==> config.mk <==
export PLATFORM = sky130hd
export DESIGN_NAME = mail_date_to_epoch_parser_core
export DESIGN_NICKNAME = d
export VERILOG_FILES = /design/src/sv/mdep_pkg.sv /design/src/sv/mail_date_to_epoch_parser_core.sv /design/src/sv/mdep_datapath.sv /design/src/sv/mdep_controller.sv
export SDC_FILE = /design/constraint.sdc
export NUM_CORES = 2
export LEC_CHECK = 0
export BUFFER_PORTS_ARGS = -buffer_cell sky130_fd_sc_hd__clkbuf_2
export CAP_MARGIN = 20
export CORE_ASPECT_RATIO = 0.75
export CORE_MARGIN = 3
export CORE_UTILIZATION = 30
export CTS_CLUSTER_DIAMETER = 30
export CTS_CLUSTER_SIZE = 12
export DETAILED_ROUTE_END_ITERATION = 6
export GPL_ROUTABILITY_DRIVEN = 1
export GPL_TIMING_DRIVEN = 1
export PLACE_DENSITY = 0.46
export SYNTH_ARGS = -nofsm -noshare
export SYNTH_HDL_FRONTEND = slang
export SYNTH_HIERARCHICAL = 1
export SYNTH_SLANG_ARGS = --single-unit
==> constraint.sdc <==
create_clock -name clock -period 7.05 [get_ports clock]
set_input_delay 0.3525 -clock clock [delete_from_list [all_inputs] [get_ports clock]]
set_output_delay 0.3525 -clock clock [all_outputs]
set_load 0.02 [all_outputs]
==> src/sv/mdep_pkg.sv <==
// ----------------------------------------------------------------------------
// mdep_pkg
// shared types, constants and helper functions of the mail date parser
// ----------------------------------------------------------------------------
package mdep_pkg;

   localparam int TOKEN_BYTES = 16;
   localparam int LEN_W       = $clog2(TOKEN_BYTES + 2);
   localparam int IDX_W       = $clog2(TOKEN_BYTES);
   localparam int VAL_W       = 17;
   localparam logic [VAL_W-1:0] VAL_CAP = VAL_W'(100000);

   // character codes
   localparam logic [7:0] CH_CR    = 8'h0d;
   localparam logic [7:0] CH_LF    = 8'h0a;
   localparam logic [7:0] CH_SP    = 8'h20;
   localparam logic [7:0] CH_TAB   = 8'h09;
   localparam logic [7:0] CH_COMMA = 8'h2c;
   localparam logic [7:0] CH_COLON = 8'h3a;
   localparam logic [7:0] CH_PLUS  = 8'h2b;
   localparam logic [7:0] CH_MINUS = 8'h2d;
   localparam logic [7:0] CH_ZERO  = 8'h30;
   localparam logic [7:0] CH_NINE  = 8'h39;

   // end kinds in the result
   localparam logic [1:0] END_EOL = 2'd0;
   localparam logic [1:0] END_EOH = 2'd1;
   localparam logic [1:0] END_EOF = 2'd2;

   // parse phases
   localparam logic [2:0] PH_FIRST = 3'd0;
   localparam logic [2:0] PH_DAY   = 3'd1;
   localparam logic [2:0] PH_MONTH = 3'd2;
   localparam logic [2:0] PH_YEAR  = 3'd3;
   localparam logic [2:0] PH_TIME  = 3'd4;
   localparam logic [2:0] PH_ZONE  = 3'd5;
   localparam logic [2:0] PH_DONE  = 3'd6;

   typedef struct packed {
      logic [7:0] data_byte;
      logic       is_eof;
   } req_type;

   typedef struct packed {
      logic signed [38:0] epoch_seconds;
      logic               date_valid;
      logic [1:0]         end_kind;
   } rsp_type;

   typedef struct packed {
      logic       push;
      logic       blank;
      logic       close;
      logic       calc1;
      logic       calc2;
      logic       calc3;
      logic       load_out;
      logic [7:0] chr;
      logic [1:0] end_kind;
   } cmd_type;

   typedef struct packed {
      logic line_started;
   } status_type;

   function automatic logic is_digit(input logic [7:0] c);
      return (c >= CH_ZERO) && (c <= CH_NINE);
   endfunction

   function automatic logic [3:0] digit_of(input logic [7:0] c);
      return 4'(c - CH_ZERO);
   endfunction

   function automatic logic [6:0] two_digits(input logic [7:0] a, input logic [7:0] b);
      return 7'(digit_of(a)) * 7'd10 + 7'(digit_of(b));
   endfunction

   // month abbreviation to 1..12, 0 when none
   function automatic logic [3:0] month_of(input logic [23:0] s);
      logic [3:0] m;
      case (s)
         24'("Jan"): m = 4'd1;
         24'("Feb"): m = 4'd2;
         24'("Mar"): m = 4'd3;
         24'("Apr"): m = 4'd4;
         24'("May"): m = 4'd5;
         24'("Jun"): m = 4'd6;
         24'("Jul"): m = 4'd7;
         24'("Aug"): m = 4'd8;
         24'("Sep"): m = 4'd9;
         24'("Oct"): m = 4'd10;
         24'("Nov"): m = 4'd11;
         24'("Dec"): m = 4'd12;
         default:    m = 4'd0;
      endcase
      return m;
   endfunction

   // days before a month in a march-based year
   function automatic logic [8:0] doy_of(input logic [3:0] mp);
      logic [8:0] d;
      case (mp)
         4'd0:    d = 9'd0;
         4'd1:    d = 9'd31;
         4'd2:    d = 9'd61;
         4'd3:    d = 9'd92;
         4'd4:    d = 9'd122;
         4'd5:    d = 9'd153;
         4'd6:    d = 9'd184;
         4'd7:    d = 9'd214;
         4'd8:    d = 9'd245;
         4'd9:    d = 9'd275;
         4'd10:   d = 9'd306;
         4'd11:   d = 9'd337;
         default: d = 9'd0;
      endcase
      return d;
   endfunction

endpackage

==> src/sv/mail_date_to_epoch_parser_core.sv <==
// ----------------------------------------------------------------------------
// mail_date_to_epoch_parser_core
// streaming mail date header parser giving utc epoch seconds
// ----------------------------------------------------------------------------
// usage:
//   req channel carries raw header bytes one request at a time, with is_eof
//   marking the end of input; rsp channel returns one result per line end,
//   end of header or non-empty end of file
//   each request is accepted in the idle state, then each of its unfolded
//   events (none, one or two) is handled in the event state; an event that
//   closes a value also passes the three calendar steps and the result
//   load, which waits while an earlier result is still unread
//   the controller handles one request at a time and takes no new request
//   until the last event of the current one is through
//   the result register keeps a finished result while the next request is
//   taken; a stalled receiver holds the block only when a second result is
//   ready to be written
//   synchronous reset clears the unfold state, the parse state and the
//   result valid flag; the token buffer needs no clearing
// ----------------------------------------------------------------------------
module mail_date_to_epoch_parser_core (
   input  logic              clock,
   input  logic              reset,
   input  logic              req_valid,
   output logic              req_ready,
   input  mdep_pkg::req_type  req_data,
   output logic              rsp_valid,
   input  logic              rsp_ready,
   output mdep_pkg::rsp_type  rsp_data
);
   import mdep_pkg::*;

   cmd_type    cmd;
   status_type status;

   // unfolding and sequencing
   mdep_controller u_ctrl (
      .clock     (clock),
      .reset     (reset),
      .req_valid (req_valid),
      .req_ready (req_ready),
      .req_data  (req_data),
      .rsp_valid (rsp_valid),
      .rsp_ready (rsp_ready),
      .cmd       (cmd),
      .status    (status)
   );

   // token fields, arithmetic and result register
   mdep_datapath u_dp (
      .clock    (clock),
      .reset    (reset),
      .cmd      (cmd),
      .status   (status),
      .rsp_data (rsp_data)
   );

endmodule

==> src/sv/mdep_datapath.sv <==
// ----------------------------------------------------------------------------
// mdep_datapath
// token buffer, field parsing, epoch arithmetic and result register
// ----------------------------------------------------------------------------
module mdep_datapath (
   input  logic                clock,
   input  logic                reset,
   input  mdep_pkg::cmd_type    cmd,
   output mdep_pkg::status_type status,
   output mdep_pkg::rsp_type    rsp_data
);
   import mdep_pkg::*;

   logic [7:0]       chars_ff [TOKEN_BYTES];
   logic [LEN_W-1:0] len_ff, len_in;
   logic [VAL_W-1:0] val_ff, val_in;
   logic             alld_ff, alld_in;
   logic [2:0]       phase_ff, phase_in;
   logic [4:0]       day_ff, day_in;
   logic [3:0]       month_ff, month_in;
   logic [13:0]      year_ff, year_in;
   logic [4:0]       hour_ff, hour_in;
   logic [5:0]       min_ff, min_in;
   logic [5:0]       sec_ff, sec_in;
   logic signed [13:0] zone_ff, zone_in;
   logic             failed_ff, failed_in;
   logic             started_ff, started_in;

   logic [13:0]        y_ff, y_in;
   logic [6:0]         q_ff, q_in;
   logic [8:0]         doy_ff, doy_in;
   logic signed [19:0] tod_ff, tod_in;
   logic signed [22:0] days_ff, days_in;
   logic signed [38:0] epoch_ff, epoch_in;
   rsp_type            out_ff;

   // finish-token decode
   logic             fits, num_ok, dow, day_chk;
   logic [6:0]       th, tm, ts, zh, zm;
   logic [3:0]       mon;
   logic [20:0]      acc;
   logic [26:0]      q_prod;
   logic [3:0]       mp;
   logic [13:0]      zmins;

   always_comb begin
      len_in     = len_ff;
      val_in     = val_ff;
      alld_in    = alld_ff;
      phase_in   = phase_ff;
      day_in     = day_ff;
      month_in   = month_ff;
      year_in    = year_ff;
      hour_in    = hour_ff;
      min_in     = min_ff;
      sec_in     = sec_ff;
      zone_in    = zone_ff;
      failed_in  = failed_ff;
      started_in = started_ff;

      fits    = len_ff <= LEN_W'(TOKEN_BYTES);
      num_ok  = fits && alld_ff && (len_ff != '0);
      dow     = fits && (len_ff == LEN_W'(4)) && (chars_ff[3] == CH_COMMA);
      day_chk = ((phase_ff == PH_FIRST) && !dow) || (phase_ff == PH_DAY);
      th      = two_digits(chars_ff[0], chars_ff[1]);
      tm      = two_digits(chars_ff[3], chars_ff[4]);
      ts      = two_digits(chars_ff[6], chars_ff[7]);
      zh      = two_digits(chars_ff[1], chars_ff[2]);
      zm      = two_digits(chars_ff[3], chars_ff[4]);
      zmins   = 14'(zh) * 14'd60 + 14'(zm);
      mon     = month_of({chars_ff[0], chars_ff[1], chars_ff[2]});
      acc     = 21'(val_ff) * 21'd10 + 21'(digit_of(cmd.chr));

      if (cmd.push) begin
         started_in = 1'b1;
         if (len_ff <= LEN_W'(TOKEN_BYTES))
            len_in = len_ff + LEN_W'(1);
         if (len_ff == '0) begin
            val_in  = VAL_W'(digit_of(cmd.chr));
            alld_in = is_digit(cmd.chr);
         end else begin
            val_in  = (acc > 21'(VAL_CAP)) ? VAL_CAP : VAL_W'(acc);
            alld_in = alld_ff && is_digit(cmd.chr);
         end
      end

      if (cmd.blank)
         started_in = 1'b1;

      if ((cmd.blank || cmd.close) && (len_ff != '0)) begin
         len_in = '0;
         if (!failed_ff && (phase_ff < PH_DONE)) begin
            if (phase_ff == PH_FIRST && dow) begin
               phase_in = PH_DAY;
            end else if (day_chk) begin
               if (num_ok && val_ff >= VAL_W'(1) && val_ff <= VAL_W'(31)) begin
                  day_in   = 5'(val_ff);
                  phase_in = PH_MONTH;
               end else begin
                  failed_in = 1'b1;
               end
            end else begin
               case (phase_ff)
                  PH_MONTH: begin
                     if (fits && len_ff == LEN_W'(3) && mon != 4'd0) begin
                        month_in = mon;
                        phase_in = PH_YEAR;
                     end else begin
                        failed_in = 1'b1;
                     end
                  end
                  PH_YEAR: begin
                     phase_in = PH_TIME;
                     if (num_ok && val_ff >= VAL_W'(1000) && val_ff <= VAL_W'(9999))
                        year_in = 14'(val_ff);
                     else if (num_ok && val_ff >= VAL_W'(1) && val_ff <= VAL_W'(49))
                        year_in = 14'(val_ff) + 14'd2000;
                     else if (num_ok && val_ff >= VAL_W'(50) && val_ff <= VAL_W'(99))
                        year_in = 14'(val_ff) + 14'd1900;
                     else begin
                        failed_in = 1'b1;
                        phase_in  = phase_ff;
                     end
                  end
                  PH_TIME: begin
                     if (fits && len_ff == LEN_W'(8) && chars_ff[2] == CH_COLON
                         && chars_ff[5] == CH_COLON && is_digit(chars_ff[0])
                         && is_digit(chars_ff[1]) && is_digit(chars_ff[3])
                         && is_digit(chars_ff[4]) && is_digit(chars_ff[6])
                         && is_digit(chars_ff[7]) && th <= 7'd24 && tm <= 7'd59
                         && ts <= 7'd61) begin
                        hour_in  = 5'(th);
                        min_in   = 6'(tm);
                        sec_in   = 6'(ts);
                        phase_in = PH_ZONE;
                     end else if (fits && len_ff == LEN_W'(5) && chars_ff[2] == CH_COLON
                         && is_digit(chars_ff[0]) && is_digit(chars_ff[1])
                         && is_digit(chars_ff[3]) && is_digit(chars_ff[4])
                         && th <= 7'd24 && tm <= 7'd59) begin
                        hour_in  = 5'(th);
                        min_in   = 6'(tm);
                        sec_in   = '0;
                        phase_in = PH_ZONE;
                     end else begin
                        failed_in = 1'b1;
                     end
                  end
                  default: begin
                     phase_in = PH_DONE;
                     if (fits && len_ff == LEN_W'(5)
                         && (chars_ff[0] == CH_PLUS || chars_ff[0] == CH_MINUS)) begin
                        if (is_digit(chars_ff[1]) && is_digit(chars_ff[2])
                            && is_digit(chars_ff[3]) && is_digit(chars_ff[4]))
                           zone_in = (chars_ff[0] == CH_PLUS) ? $signed(zmins)
                                                              : -$signed(zmins);
                        else begin
                           failed_in = 1'b1;
                           phase_in  = phase_ff;
                        end
                     end
                  end
               endcase
            end
         end
      end
   end

   // calendar arithmetic, one step per command
   always_comb begin
      y_in   = year_ff - 14'(month_ff <= 4'd2);
      q_prod = 27'(y_in) * 27'd5243;
      q_in   = 7'(q_prod >> 19);
      mp     = (month_ff > 4'd2) ? month_ff - 4'd3 : month_ff + 4'd9;
      doy_in = doy_of(mp);
      tod_in = $signed(20'(hour_ff) * 20'd3600 + 20'(min_ff) * 20'd60 + 20'(sec_ff)
                       - 20'(zone_ff) * 20'd60);
      days_in = $signed(23'(25'(y_ff) * 25'd365 + 25'(y_ff >> 2) - 25'(q_ff)
                            + 25'(q_ff >> 2) + 25'(doy_ff) + 25'(day_ff)
                            - 25'd719469));
      epoch_in = 39'(days_ff) * 39'sd86400 + 39'(tod_ff);
   end

   always_ff @(posedge clock) begin
      if (cmd.push && len_ff < LEN_W'(TOKEN_BYTES))
         chars_ff[len_ff[IDX_W-1:0]] <= cmd.chr;
      if (cmd.calc1) begin
         y_ff   <= y_in;
         q_ff   <= q_in;
         doy_ff <= doy_in;
         tod_ff <= tod_in;
      end
      if (cmd.calc2)
         days_ff <= days_in;
      if (cmd.calc3)
         epoch_ff <= epoch_in;
      val_ff  <= val_in;
      alld_ff <= alld_in;
      if (cmd.load_out) begin
         out_ff.date_valid    <= !failed_ff && (phase_ff >= PH_ZONE);
         out_ff.epoch_seconds <= (!failed_ff && (phase_ff >= PH_ZONE)) ? epoch_ff : '1;
         out_ff.end_kind      <= cmd.end_kind;
      end
   end

   always_ff @(posedge clock) begin
      if (reset || cmd.load_out) begin
         len_ff     <= '0;
         phase_ff   <= PH_FIRST;
         day_ff     <= '0;
         month_ff   <= '0;
         year_ff    <= '0;
         hour_ff    <= '0;
         min_ff     <= '0;
         sec_ff     <= '0;
         zone_ff    <= '0;
         failed_ff  <= 1'b0;
         started_ff <= 1'b0;
      end else begin
         len_ff     <= len_in;
         phase_ff   <= phase_in;
         day_ff     <= day_in;
         month_ff   <= month_in;
         year_ff    <= year_in;
         hour_ff    <= hour_in;
         min_ff     <= min_in;
         sec_ff     <= sec_in;
         zone_ff    <= zone_in;
         failed_ff  <= failed_in;
         started_ff <= started_in;
      end
   end

   assign status.line_started = started_ff;
   assign rsp_data            = out_ff;

endmodule

==> src/sv/mdep_controller.sv <==
// ----------------------------------------------------------------------------
// mdep_controller
// line unfolding, event sequencing and handshake control
// ----------------------------------------------------------------------------
module mdep_controller (
   input  logic                 clock,
   input  logic                 reset,
   input  logic                 req_valid,
   output logic                 req_ready,
   input  mdep_pkg::req_type     req_data,
   output logic                 rsp_valid,
   input  logic                 rsp_ready,
   output mdep_pkg::cmd_type     cmd,
   input  mdep_pkg::status_type  status
);
   import mdep_pkg::*;

   localparam logic [2:0] ST_IDLE  = 3'd0;
   localparam logic [2:0] ST_EV    = 3'd1;
   localparam logic [2:0] ST_CALC1 = 3'd2;
   localparam logic [2:0] ST_CALC2 = 3'd3;
   localparam logic [2:0] ST_CALC3 = 3'd4;
   localparam logic [2:0] ST_OUT   = 3'd5;

   localparam logic [1:0] U_IDLE  = 2'd0;
   localparam logic [1:0] U_CR    = 2'd1;
   localparam logic [1:0] U_EOL   = 2'd2;
   localparam logic [1:0] U_EOHCR = 2'd3;

   localparam logic [2:0] EV_NONE  = 3'd0;
   localparam logic [2:0] EV_CHAR  = 3'd1;
   localparam logic [2:0] EV_BLANK = 3'd2;
   localparam logic [2:0] EV_EOL   = 3'd3;
   localparam logic [2:0] EV_EOH   = 3'd4;
   localparam logic [2:0] EV_EOF   = 3'd5;

   logic [2:0] state_ff, state_in;
   logic [1:0] u_ff, u_in;
   logic [2:0] ev0_ff, ev0_in, ev1_ff, ev1_in;
   logic [7:0] byte_ff;
   logic       slot_ff, slot_in;
   logic [1:0] kind_ff, kind_in;
   logic       rsp_valid_ff, rsp_valid_in;

   logic       accept, to_idle, adv, eb;
   logic [2:0] cur, bev;
   logic [7:0] b;

   // unfold the incoming byte into at most two events
   always_comb begin
      b       = req_data.data_byte;
      eb      = (b == CH_SP) || (b == CH_TAB);
      bev     = eb ? EV_BLANK : EV_CHAR;
      ev0_in  = EV_NONE;
      ev1_in  = EV_NONE;
      u_in    = u_ff;
      to_idle = 1'b0;
      if (req_data.is_eof) begin
         if (u_ff == U_CR)
            ev0_in = EV_BLANK;
         else if (u_ff == U_EOL)
            ev0_in = EV_EOL;
         if (ev0_in == EV_NONE)
            ev0_in = EV_EOF;
         else
            ev1_in = EV_EOF;
         u_in = U_IDLE;
      end else begin
         case (u_ff)
            U_CR: begin
               if (b == CH_LF) u_in = U_EOL;
               else begin
                  ev0_in  = EV_BLANK;
                  to_idle = 1'b1;
               end
            end
            U_EOL: begin
               if (b == CH_CR) begin
                  ev0_in = EV_EOH;
                  u_in   = U_EOHCR;
               end else if (b == CH_LF) begin
                  ev0_in = EV_EOH;
                  u_in   = U_IDLE;
               end else if (eb) begin
                  ev0_in = EV_BLANK;
                  u_in   = U_IDLE;
               end else begin
                  ev0_in  = EV_EOL;
                  to_idle = 1'b1;
               end
            end
            U_EOHCR: begin
               u_in    = U_IDLE;
               to_idle = (b != CH_LF);
            end
            default: to_idle = 1'b1;
         endcase
         if (to_idle) begin
            if (b == CH_CR) u_in = U_CR;
            else if (b == CH_LF) u_in = U_EOL;
            else begin
               u_in = U_IDLE;
               if (ev0_in == EV_NONE) ev0_in = bev;
               else ev1_in = bev;
            end
         end
      end
   end

   assign accept    = req_valid && req_ready;
   assign req_ready = (state_ff == ST_IDLE);
   assign cur       = slot_ff ? ev1_ff : ev0_ff;

   always_comb begin
      state_in     = state_ff;
      slot_in      = slot_ff;
      kind_in      = kind_ff;
      rsp_valid_in = rsp_valid_ff && !rsp_ready;
      adv          = 1'b0;
      cmd          = '0;
      cmd.chr      = byte_ff;
      cmd.end_kind = kind_ff;
      case (state_ff)
         ST_IDLE: begin
            slot_in = 1'b0;
            if (accept && ev0_in != EV_NONE) state_in = ST_EV;
         end
         ST_EV: begin
            case (cur)
               EV_CHAR: begin
                  cmd.push = 1'b1;
                  adv      = 1'b1;
               end
               EV_BLANK: begin
                  cmd.blank = 1'b1;
                  adv       = 1'b1;
               end
               default: begin
                  kind_in = (cur == EV_EOL) ? END_EOL :
                            (cur == EV_EOH) ? END_EOH : END_EOF;
                  // end of file on an empty line gives nothing
                  if (cur == EV_EOF && !status.line_started) adv = 1'b1;
                  else begin
                     cmd.close = 1'b1;
                     state_in  = ST_CALC1;
                  end
               end
            endcase
         end
         ST_CALC1: begin
            cmd.calc1 = 1'b1;
            state_in  = ST_CALC2;
         end
         ST_CALC2: begin
            cmd.calc2 = 1'b1;
            state_in  = ST_CALC3;
         end
         ST_CALC3: begin
            cmd.calc3 = 1'b1;
            state_in  = ST_OUT;
         end
         ST_OUT: begin
            if (!rsp_valid_ff || rsp_ready) begin
               cmd.load_out = 1'b1;
               rsp_valid_in = 1'b1;
               adv          = 1'b1;
            end
         end
         default: state_in = ST_IDLE;
      endcase
      if (adv) begin
         if (!slot_ff && ev1_ff != EV_NONE) begin
            slot_in  = 1'b1;
            state_in = ST_EV;
         end else begin
            state_in = ST_IDLE;
         end
      end
   end

   always_ff @(posedge clock) begin
      if (accept) begin
         ev0_ff  <= ev0_in;
         ev1_ff  <= ev1_in;
         byte_ff <= b;
      end
      kind_ff <= kind_in;
      slot_ff <= slot_in;
   end

   always_ff @(posedge clock) begin
      if (reset) begin
         state_ff     <= ST_IDLE;
         u_ff         <= U_IDLE;
         rsp_valid_ff <= 1'b0;
      end else begin
         state_ff     <= state_in;
         rsp_valid_ff <= rsp_valid_in;
         if (accept) u_ff <= u_in;
      end
   end

   assign rsp_valid = rsp_valid_ff;

endmodule
==> flow_summary.yaml <==
logic_synthesis:
  synthAdderAreaFrac: 0.368
  yosysWarnings: 6
  synth-edff-count: 252
  synth-main-ff-cell: "edfxtp_1"
  synthXorXnorAreaFrac: 0.0578
  netlist_area_sq_um: 33200
  synth_compound_area_frac: 0.108
  ys_seq_elements: 323
  syn_inst: 3220
  postSynthAreaPerCell_sq_um: 10.3
  synth_top_family_by_area: "adder cells"
  synthMuxAreaShare: 0.0136
  ys_types: 101
  synth-simple-area-share: 0.110
  synth.yosys.seq_area_share: 0.271
  async_reset_ff_frac: 0
  syn_nets: 4041
sta:
  tns_ns: 0
  maxSlewViolCount: 0
  hold_ws_ns: 0.0692
  min_period_ns: 6.95
  tightest_slew_ns: 1.01
  fmax_mhz: 144
  finalHoldViolCount: 0
  min_period_over_period: 0.986
  clock_skew_ns: 0.0297
  fin_ws_ns: 0.0977
  rsz0062_at_grt: "true"
  relSlewSlack: 0.326
  finalSetupViolCount: 0
cts:
  cts_root_buffer: "clkbuf_16"
  clockBufferDepth: 3
  numCtsBuffers: 75
  clk_pin_slew_ns: 0.05
  h-tree-depth: 3
  insertion_delay_ns: 0.63
  cts_tree: "yes"
  cts_sinks: 323
route:
  first_pass_iters: 5
  wl_per_cell_microns: 15.0
  drtAntennaViolNets: 0
  routed_wl_mm: 73.0
  drtIter0Drc: 1055
  drc: 0
  vias: 22100
  vias_per_cell: 4.54
worst_hold_path:
  worstHoldEndpoint: "u_ctrl/u_ff[1]"
  hold_path_depth: 2
  hold_path.class: "input pin to flip-flop"
  hold_start: "reset"
floorplan:
  coreArea_sq_um: 109000
  row_count: 104
  start_util: 0.306
  pin_count: 57
  die-area_sq_um: 115000
  die_y_microns: 294
  die_x_microns: 390
setup_path:
  cpPeakStageDelay_ns: 0.55
  critical_path_class: "flip-flop to flip-flop"
  crit_path_frequent_cell: "fa_1"
  r2r_slack_ns: 0.1
  worstPathArrival_ns: 7.31
  rr_endpoint: "u_dp/q_ff[6]"
  crit_buf_inv: 3
  required_ns: 7.41
  cp-end-kind: "flip-flop"
  cp_max_fo: 3
  rr_startpoint: "u_dp/month_ff[0]"
  critical-path-top-delay-family: "adder cells"
  cp_slowest_cell: "fa_1"
  start_kind: "flip-flop"
  reg2regPathDepth: 26
layout:
  diodes: 0
  finalNonFillerCells: 4875
  nets: 4206
  area_growth_pct: 16.0
  layout-drive-gt1-share: 0.113
grt:
  antenna_found_initial: 1
  track_usage: 0.129
  grt_pass1_wl_mm: 120
  grt_pass1_vias: 22200
  grt_max_degree: 57
  gr-total-overflow: 0
power_and_ir_drop:
  powerDensity_nw_per_um2: 460
  power_leakage_nw: 17.2
  peakVddDrop_uv: 671
place:
  io_buffers: 56
  place.gp.congestion: 0.801
  placed_cells: 4715
  preCtsSetupSlack_ns: -0.175
  hpwl_mm: 59.2
run_status:
  status: "completed"
run:
  drv_cap: 0
==> cells by family after synthesis <==
kind of cell    after synthesis
fa+ha+maj                   808
simple gates                680
buf+inv                     610
mux                          44
xor+xnor                    219
compound gates              536
flops                       323
==> synthesized netlist by cell type, types with 14 or more instances <==
| library cell | n | area [sq um] |
|---|---|---|
| nor3b_1 | 17 | 128 |
| mux2i_1 | 38 | 380 |
| o21ai_0 | 79 | 395 |
| nand2_1 | 96 | 360 |
| xor2_1 | 65 | 569 |
| o21a_1 | 32 | 240 |
| and3_1 | 23 | 144 |
| dfxtp_1 | 71 | 1420 |
| a21oi_1 | 159 | 796 |
| nor2_1 | 188 | 706 |
| clkbuf_1 | 30 | 113 |
| ha_1 | 526 | 6580 |
| inv_1 | 568 | 2130 |
| edfxtp_1 | 252 | 7570 |
| o21bai_1 | 23 | 173 |
| nor3_1 | 54 | 270 |
| or2_2 | 55 | 344 |
| nor2b_1 | 35 | 219 |
| or3_1 | 14 | 87.6 |
| nand3_1 | 40 | 200 |
| nand4_1 | 19 | 119 |
| a21o_1 | 62 | 465 |
| nor4_1 | 21 | 131 |
| xnor2_1 | 154 | 1350 |
| nand2b_1 | 31 | 194 |
| a211oi_1 | 27 | 203 |
| fa_1 | 282 | 5650 |
| and2_1 | 16 | 100 |
| a31oi_1 | 20 | 125 |
==> through the flow <==
stage	utilization	area (sq um)	total power, W
4_1_cts	0.352	38200	0.0178
3_5_place_dp	0.327	35500	0.0142
3_3_place_gp	0.327	35500	0.0142
5_1_grt	0.355	38500	0.0195
2_1_floorplan	-	33300	0.0120
6_report	0.355	38500	0.0177
==> sequential cells by signal, summed over array words and instances (netlist names), 6 cells and up <==
name	cells
u_dp/q_ff	7
u_ctrl/byte_ff	8
u_dp/y_ff	14
u_dp/min_ff	6
u_dp/rsp_data	42
u_dp/epoch_ff	39
u_dp/chars_ff	64
u_dp/days_ff	23
u_dp/sec_ff	6
u_dp/year_ff	14
u_dp/val_ff	17
u_dp/doy_ff	9
u_dp/zone_ff	14
u_dp/tod_ff	20
==> how the worst max path moves through the flow <==
stage / from / end / slack (ns) / cells after the start
global placement: u_dp/month_ff[0] / u_dp/q_ff[6] / -0.12 / 26
floorplan: u_dp/month_ff[0] / u_dp/q_ff[6] / -0.05 / 28
detailed placement: u_dp/month_ff[0] / u_dp/q_ff[6] / -0.17 / 26
finish: u_dp/month_ff[0] / u_dp/q_ff[6] / 0.1 / 26
CTS: u_dp/month_ff[0] / u_dp/q_ff[6] / 0.02 / 26
global route: u_dp/month_ff[0] / u_dp/q_ff[6] / -0.17 / 28
==> worst reg2reg max path, cell delays in order, from the launching register on <==
cell	delay (ns)
dfxtp_4	0.33
and2_4	0.16
nor3_4	0.20
ha_2	0.21
nand3b_1	0.11
or3_4	0.35
or4_4	0.44
or4_4	0.53
xnor2_4	0.28
buf_12	0.16
fa_1	0.42
ha_1	0.32
fa_1	0.46
fa_1	0.55
inv_1	0.06
fa_1	0.53
inv_1	0.04
ha_2	0.26
o21a_1	0.11
o21ai_2	0.15
o21bai_2	0.09
or2_4	0.25
o221ai_4	0.19
a21oi_2	0.09
a21o_1	0.19
a21oi_2	0.13
xnor2_1	0.08
==> power breakdown <==
part	total (W)	internal, W	switching (W)
Combinational	0.0112	0.00509	0.00616
Sequential	0.00298	0.00282	0.000155
Clock	0.00348	0.00231	0.00116
Total	0.0177	0.0102	0.00748
==> area by class of cell <==
class                      instances  area, sq um
sequential                       323         8990
clock inverter                    52          546
inverter                         568         2140
clock buffer                      84         2000
multi-input combinational       2287        22100
fill                           10900        70000
tap                             1431         1790
timing repair buffer             130          868
==> routing by layer <==
| layer | global-route usage | wire length [microns] |
|---|---|---|
| met1 | 0.200 | 40100 |
| met2 | 0.186 | 29300 |
| met3 | 0.0232 | 2400 |
| met4 | 0.0287 | 1270 |
| met5 | 0 | 0 |
==> what timing repair did <==
action                     4_1_cts  5_1_grt
buffers inserted                 6       11
hold buffers                     8        0
resized for setup                3       32
pin swaps                       15       18
cloned                           0        0
hold endpoints to repair         8        0
setup endpoints to repair        4       13
==> layout by cell type, fill, tap and decap left out, drive strengths merged, types with 16 or more instances in the layout <==
cell	count
edfxtp	252
nor3	58
o21ai	89
nand4	19
clkbuf	140
a21oi	160
nor2	189
or2	59
inv	581
dfxtp	71
and3	24
fa	282
nor2b	35
nor4	25
o21bai	23
a21o	62
buf	66
nand3	40
a211oi	28
mux2i	38
o21a	32
and2	16
nand2	97
nand2b	31
nor3b	17
ha	526
xnor2	154
clkinv	22
xor2	65
a31oi	21
No activity file was read; power rests on OpenSTA's default activity.
